==> src/rtl/wfc_pkg.sv <==
`default_nettype none
package wfc_pkg;

  localparam int TableEntries = 1024;
  localparam int WordBytes    = 32;
  localparam int CountBits    = 32;

  localparam logic [7:0] CharSpace = 8'h20;
  localparam logic [7:0] CharCr    = 8'h0d;
  localparam logic [7:0] CharLf    = 8'h0a;
  localparam logic [7:0] CharTab   = 8'h09;

  localparam int IdxMaxBits = 16;

  // Search token that travels down the row of table cells.
  typedef struct packed {
    logic                  valid;
    logic                  found;
    logic                  ins;
    logic [IdxMaxBits-1:0] idx;
    logic [31:0]           count;
  } token_t;

endpackage
`default_nettype wire

==> src/rtl/wfc_cell.sv <==
`default_nettype none
module wfc_cell #(
  parameter int IDX           = 0,
  parameter int TABLE_ENTRIES = wfc_pkg::TableEntries,
  parameter int WORD_BYTES    = wfc_pkg::WordBytes,
  parameter int COUNT_BITS    = wfc_pkg::CountBits
) (
  input  wire logic                                 clk_i,
  input  wire logic                                 rst_ni,
  input  wire wfc_pkg::token_t                      tok_i,
  output wfc_pkg::token_t                           tok_o,
  input  wire logic [WORD_BYTES*8-1:0]              word_i,
  input  wire logic [$clog2(WORD_BYTES+1)-1:0]      len_i,
  input  wire logic [$clog2(TABLE_ENTRIES+1)-1:0]   used_i
);
  localparam int LW = $clog2(WORD_BYTES + 1);
  localparam int UW = $clog2(TABLE_ENTRIES + 1);
  localparam logic [COUNT_BITS-1:0] CountMax = '1;

  logic [WORD_BYTES*8-1:0] text_q;
  logic [LW-1:0]           len_q;
  logic [COUNT_BITS-1:0]   tally_q;
  logic [COUNT_BITS-1:0]   tally_d;
  wfc_pkg::token_t         tok_q, tok_d;
  logic                    open_w, hit_w, ins_w;

  always_comb begin
    open_w  = tok_i.valid && !tok_i.found;
    hit_w   = open_w && (UW'(IDX) < used_i) && (len_q == len_i) && (text_q == word_i);
    ins_w   = open_w && (UW'(IDX) == used_i);
    tally_d = (tally_q == CountMax) ? tally_q : tally_q + 1'b1;
    tok_d   = tok_i;
    if (hit_w) begin
      tok_d.found = 1'b1;
      tok_d.idx   = wfc_pkg::IdxMaxBits'(IDX);
      tok_d.count = 32'(tally_d);
    end else if (ins_w) begin
      tok_d.found = 1'b1;
      tok_d.ins   = 1'b1;
      tok_d.idx   = wfc_pkg::IdxMaxBits'(IDX);
      tok_d.count = 32'd1;
    end
  end

  always_ff @(posedge clk_i or negedge rst_ni) begin
    if (!rst_ni) begin
      tok_q <= '0;
    end else begin
      tok_q <= tok_d;
    end
  end

  always_ff @(posedge clk_i) begin
    if (hit_w) begin
      tally_q <= tally_d;
    end else if (ins_w) begin
      text_q  <= word_i;
      len_q   <= len_i;
      tally_q <= COUNT_BITS'(1);
    end
  end

  assign tok_o = tok_q;

endmodule
`default_nettype wire

==> config.mk <==
export PLATFORM = sky130hd
export DESIGN_NAME = wfc_cell
export DESIGN_NICKNAME = d
export VERILOG_FILES = /design/src/rtl/wfc_pkg.sv /design/src/rtl/wfc_cell.sv
export SDC_FILE = /design/constraint.sdc
export NUM_CORES = 1
export LEC_CHECK = 0
export BUFFER_PORTS_ARGS = -buffer_cell sky130_fd_sc_hd__buf_2
export CELL_PAD_IN_SITES_DETAIL_PLACEMENT = 1
export CELL_PAD_IN_SITES_GLOBAL_PLACEMENT = 1
export CORE_ASPECT_RATIO = 1.75
export CORE_MARGIN = 2
export CORE_UTILIZATION = 43
export DETAILED_ROUTE_END_ITERATION = 6
export GPL_TIMING_DRIVEN = 0
export HOLD_SLACK_MARGIN = 0.06
export PLACE_DENSITY_LB_ADDON = 0.12
export REMOVE_ABC_BUFFERS = 1
export SYNTH_ARGS = -nofsm -noshare
export SYNTH_HDL_FRONTEND = slang
export SYNTH_SLANG_ARGS = --single-unit
==> constraint.sdc <==
create_clock -name clk_i -period 3.55 [get_ports clk_i]
set_input_delay 0.355 -clock clk_i [delete_from_list [all_inputs] [get_ports clk_i]]
set_output_delay 0.355 -clock clk_i [all_outputs]
set_load 0.005 [all_outputs]
; Yosys cells after proc, flatten, opt, wreduce, memory -nomap -nowiden
; Cells that the tools add are included.
[word_totals]
reg_bits = 345
inputBits = 326
output_inout_bits = 51
[classes]
addsub = 1
mux = 7
n_bitwise = 1
reduce_logical = 9
order_cmp = 1
n_eq_ne = 3
[op_table]
columns = op, count
row1 = $eq A256 B256 Y1, 1
row2 = $mux W32, 3
row3 = $mux W50, 1
row4 = $mux W48, 1
row5 = $add A32 B1 Y32 const B, 1
row6 = $eq A32 B32 Y1 const B, 1
row7 = $logic_not A11 Y1, 1
row8 = $lt A1 B11 Y1 const A, 1
row9 = $eq A6 B6 Y1, 1
row10 = $logic_and A1 B1 Y1, 5
row11 = $mux W1, 2
row12 = $reduce_and A2 Y1, 1
row13 = $reduce_bool A2 Y1, 1
row14 = $logic_not A1 Y1, 1
row15 = $not A1 Y1, 1

; Depth between registers and ports, before layout
[logic_depth]
ltp_word = 7
depth_mapped = 8

; Least setup slack after synthesis
; Ideal clock, no wire load.
[synth_timing]
kind = input-to-reg
start = input port used_i[3]
end = register len_q[0], enable pin
setup_ns = 0.614
setup_slack_ns = -3.309
t_arrival_ns = 6.246
stages = 5
t_required_ns = 2.936
cell_sequence = nor4_1 nand3_1 or3_1 clkbuf_1 inv_1
[synth_between]
elab_chain_len = 6
[synth_lines]
columns = element, line_no
row1 = from (decl), wfc_cell.sv:14  ; input wire logic [$clog2(TABLE_ENTRIES+1)-1:0] used_i
row2 = $lt A1 B11 Y1, wfc_cell.sv:29  ; hit_w = open_w && (UW'(IDX) < used_i) && (len_q == len_i) && (text_q == word_i);
row3 = $logic_and A1 B1 Y1 (3 in series), wfc_cell.sv:29
row4 = $not A1 Y1 (no source line), n/a
row5 = $reduce_and A2 Y1 (no source line) (*), n/a
row6 = to (signal assigned), wfc_cell.sv:58  ; len_q <= len_i;
row7 = to (decl), wfc_cell.sv:21  ; logic [LW-1:0] len_q;
; Mark *: on every way between the ends. The rest lies on a longest branch, timed or not.
; A chain may end at the register's enable or synchronous reset.

; Worst setup path in the final report
[layout_timing]
start = input port word_i[148]
end = register tally_q[8] (data pin)
[layout_between]
elab_chain_len = 3
[layout_lines]
columns = element, line_no
row1 = from (decl), wfc_cell.sv:12  ; input wire logic [WORD_BYTES*8-1:0] word_i,
row2 = $eq A256 B256 Y1, wfc_cell.sv:29
row3 = $logic_and A1 B1 Y1, wfc_cell.sv:29
row4 = $mux W32, wfc_cell.sv:54  ; if (hit_w) begin
row5 = to (signal assigned), wfc_cell.sv:55  ; tally_q <= tally_d;
row6 = to (decl), wfc_cell.sv:22  ; logic [COUNT_BITS-1:0] tally_q;
; No other way between the ends.

==> impl_metrics.tcl <==
set metrics [dict create \
    run_status "completed" \
    die_w_um 145 \
    multi_input_area_sq_um 4560 \
    ys_seq_elements 345 \
    rsz0062_at_grt "true" \
    clkSlewWorstSetupHoldPaths_ns 0.06 \
    htreeDepth 2 \
    cts_buffer_depth 3 \
    crit_fanout 40 \
    first_global_vias 13700 \
    worstHoldPathType "in2async" \
    crit_type "in2reg" \
    regArea_sq_um 10100 \
    postRouteWirelength_mm 54.8 \
    drive_above_1_share_pct 24.6 \
    initial_core_util_pct 43.7 \
    worstPathArrival_ns 3.74 \
    fin_area_sq_um 21700 \
    synth.distinct_cells 43 \
    via_per_inst 5.22 \
    yosysSeqAreaShare_pct 67.1 \
    fillers 3530 \
    worst_pin_slew_ns 1.14 \
    ys_async_sr_fraction_pct 14.8 \
    drtAntennaViolNets 0 \
    first_iter_violations 519 \
    period_needed_ns 3.40 \
    cp.required_ns 3.90 \
    die_h_um 251 \
    start_kind "primary input" \
    cts_tree "built" \
    ir_worst_vdd_mv 0.486 \
    synth-edff-count 294 \
    dr.pass1.iters 5 \
    root_buffer "clkbuf_16" \
    leakage_nw 8.87 \
    timing.fmax_ghz 0.294 \
    final_util_pct 62.9 \
    grt_usage_pct 29.7 \
    slowest_delay_ns 0.55 \
    finalCritPeriodShare_pct 95.7 \
    grt_max_degree 132 \
    dpl.hpwl_mm 33.3 \
    finalHoldViolCount 0 \
    setup_viol_count_final 0 \
    die_area_sq_um 36600 \
    ys.flop_type "edfxtp_1" \
    power_density_nw_per_um2 423 \
    wl_per_cell_um 24.0 \
    skew_ns 0.0241 \
    yosys_warnings 0 \
    cap_violations 0 \
    grt_pass1_wl_mm 81.4 \
    insertion_delay_ns 0.54 \
    num_vias 11900 \
    cp_slowest_cell "dlygate4sd3_1" \
    synthCells 1090 \
    avgSynthCellArea_sq_um 13.8 \
    path_cells "dlygate4sd3_1 -> buf_2 -> nor2b_1 -> a2111o_1 -> nor4_1 -> nand4_1 -> nor4_4 -> buf_4 -> nand3_4 -> nor2_1" \
    grt_antenna_before_repair 10 \
    syn_area_sq_um 15000 \
    io_buffers 376 \
    area_growth_pct 44.1 \
    core_sq_um 34500 \
    placed_cell_area_sq_um 17500 \
    drc 0 \
    ios 377 \
    gp_congestion 0.773 \
    cts_sinks 345 \
    drv_slew 0 \
    maxSlewHeadroom_pct 23.7 \
    numCtsBuffers 34 \
    row_count 90 \
    end_kind "flop" \
    finalNetCount 2111 \
    grt_overflow 0 \
]
==> registers in the layout, summed over array words and instances (netlist names) <==
| signal | cells |
|---|---|
| len_q | 6 |
| text_q | 256 |
| tally_q | 32 |
| tok_o | 51 |
==> final timing paths <==
check | slack (ns) | startpoint | cells past startpoint | to
setup / recovery | 0.15 | word_i[148] | 10 | tally_q[8]$_SDFFCE_PN0P_
min in group clk_i | 0.08 | word_i[217] | 1 | text_q[217]$_DFFE_PP_
hold / removal | 0.07 | rst_ni | 1 | tok_o[30]$_DFF_PN0_
hold reg to reg | 0.61 | tally_q[19]$_SDFFCE_PN0P_ | 2 | tok_o[19]$_DFF_PN0_
setup reg to reg | 0.19 | text_q[28]$_DFFE_PP_ | 9 | tally_q[8]$_SDFFCE_PN0P_
max in group asynchronous | 2.79 | rst_ni | 1 | tok_o[37]$_DFF_PN0_
==> cell usage in the layout (no fill, tap or decap), types with 3 or more instances in the layout <==
cell type	netlist	routed
inv_1	100	99
dlygate4sd3_1	0	285
o2111ai_1	9	9
mux2i_1	32	32
nand3_1	15	15
diode_2	0	12
bufinv_16	0	5
and3_1	24	24
nand4_1	38	38
nor2_1	47	47
xor2_1	49	49
edfxtp_1	294	294
nor4_2	2	3
a2111oi_0	5	4
o22ai_1	40	40
and4_1	3	3
xnor2_1	116	116
buf_4	0	5
buf_2	3	376
clkbuf_16	0	37
nor4_1	32	29
nand2b_1	28	28
clkinv_1	0	5
a22o_1	7	7
dfrtp_1	51	51
nor2b_1	79	79
nor4_4	1	3
clkbuf_1	7	10
buf_16	0	3
nor3_1	7	7
a221oi_1	3	3
nand2_1	48	47
a221o_1	3	3
a2111o_1	24	24
==> through the flow <==
| stage | worst slack [ns] | power (mW) | setup TNS (ns) | hold slack [ns] | cells |
|---|---|---|---|---|---|
| 2_1_floorplan | -3.72 | 4.68 | -984.30 | 0.0594 | 1076 |
| 5_1_grt | -0.0101 | 9.42 | -0.0101 | 0.0727 | 2279 |
| 4_1_cts | 0.00297 | 9.14 | 0 | 0.0600 | 2268 |
| 6_report | 0.151 | 9.18 | 0 | 0.0675 | 2280 |
| 3_3_place_gp | -6.84 | 5.00 | -1875.88 | 0.494 | 1912 |
| 3_5_place_dp | -1.49 | 5.02 | -79.68 | 0.492 | 1916 |
==> metal layers <==
| metal | global-route usage [%] | part of all wire, % |
|---|---|---|
| met1 | 27.8 | 32 |
| met2 | 59.2 | 57 |
| met3 | 4.90 | 4.5 |
| met4 | 17.6 | 6.6 |
| met5 | 0 | 0 |
==> area by class of cell <==
type	count	share of cell area, %
Clock buffer	48	4.51
Sequential cell	345	46.6
Antenna cell	12	0.138
Multi-Input combinational cell	633	21.0
Timing Repair Buffer	670	22.5
Inverter	100	1.77
Clock inverter	12	0.825
Tap cell	460	2.65
==> Yosys cell counts (all sizes together) (3+ instances only) <==
| cell type | count | area (sq um) |
|---|---|---|
| edfxtp | 294 | 8830 |
| xnor2 | 116 | 1020 |
| inv | 100 | 375 |
| nor2b | 79 | 494 |
| dfrtp | 51 | 1280 |
| xor2 | 49 | 429 |
| nand2 | 48 | 180 |
| nor2 | 47 | 176 |
| o22ai | 40 | 250 |
| nand4 | 38 | 238 |
| nor4 | 35 | 246 |
| mux2i | 32 | 320 |
| nand2b | 28 | 175 |
| a2111o | 24 | 270 |
| and3 | 24 | 150 |
| nand3 | 16 | 92.6 |
| o2111ai | 9 | 78.8 |
| a22o | 7 | 61.3 |
| buf | 7 | 60.1 |
| clkbuf | 7 | 26.3 |
| nor3 | 7 | 35.0 |
| a2111oi | 6 | 58.8 |
| a221o | 3 | 30.0 |
| a221oi | 3 | 26.3 |
| and4 | 3 | 26.3 |
==> logic make-up (layout without fill, tap and decap cells) <==
group                      count (synthesis)  after routing  share of synthesized area, %
adders and majority gates                  1              1                        0.0831
and+or+nand+nor                          333            335                          12.4
buffers and inverters                    114            830                          3.07
other                                      0             12                             0
AOI/OAI and AO/OA                        100            100                          5.52
xor gates and xnor gates                 165            165                          9.60
muxes                                     32             32                          2.13
DFF                                      345            345                          67.1
==> repair_timing <==
action	CTS	global route
endpoints found under the hold margin	285	0
setup buffers	5	0
gates cloned	2	0
pin swaps	4	1
gates resized for setup	4	6
setup endpoints to repair	112	92
hold buffers	285	0
==> worst max-delay path: cells and delay by family <==
kind	cells	cell delay, ns
and+or+nand+nor	6	1.99
buffers and inverters	3	0.93
AOI/OAI and AO/OA	1	0.46
==> power breakdown <==
group | internal (mW) | total, mW | switching [mW] | leakage [nW]
sequential | 4.42 | 4.43 | 0.00733 | 3.17
clock | 2.29 | 3.94 | 1.65 | 0.561
combinational | 0.464 | 0.817 | 0.353 | 5.13
No activity file was read; power rests on OpenSTA's default activity.
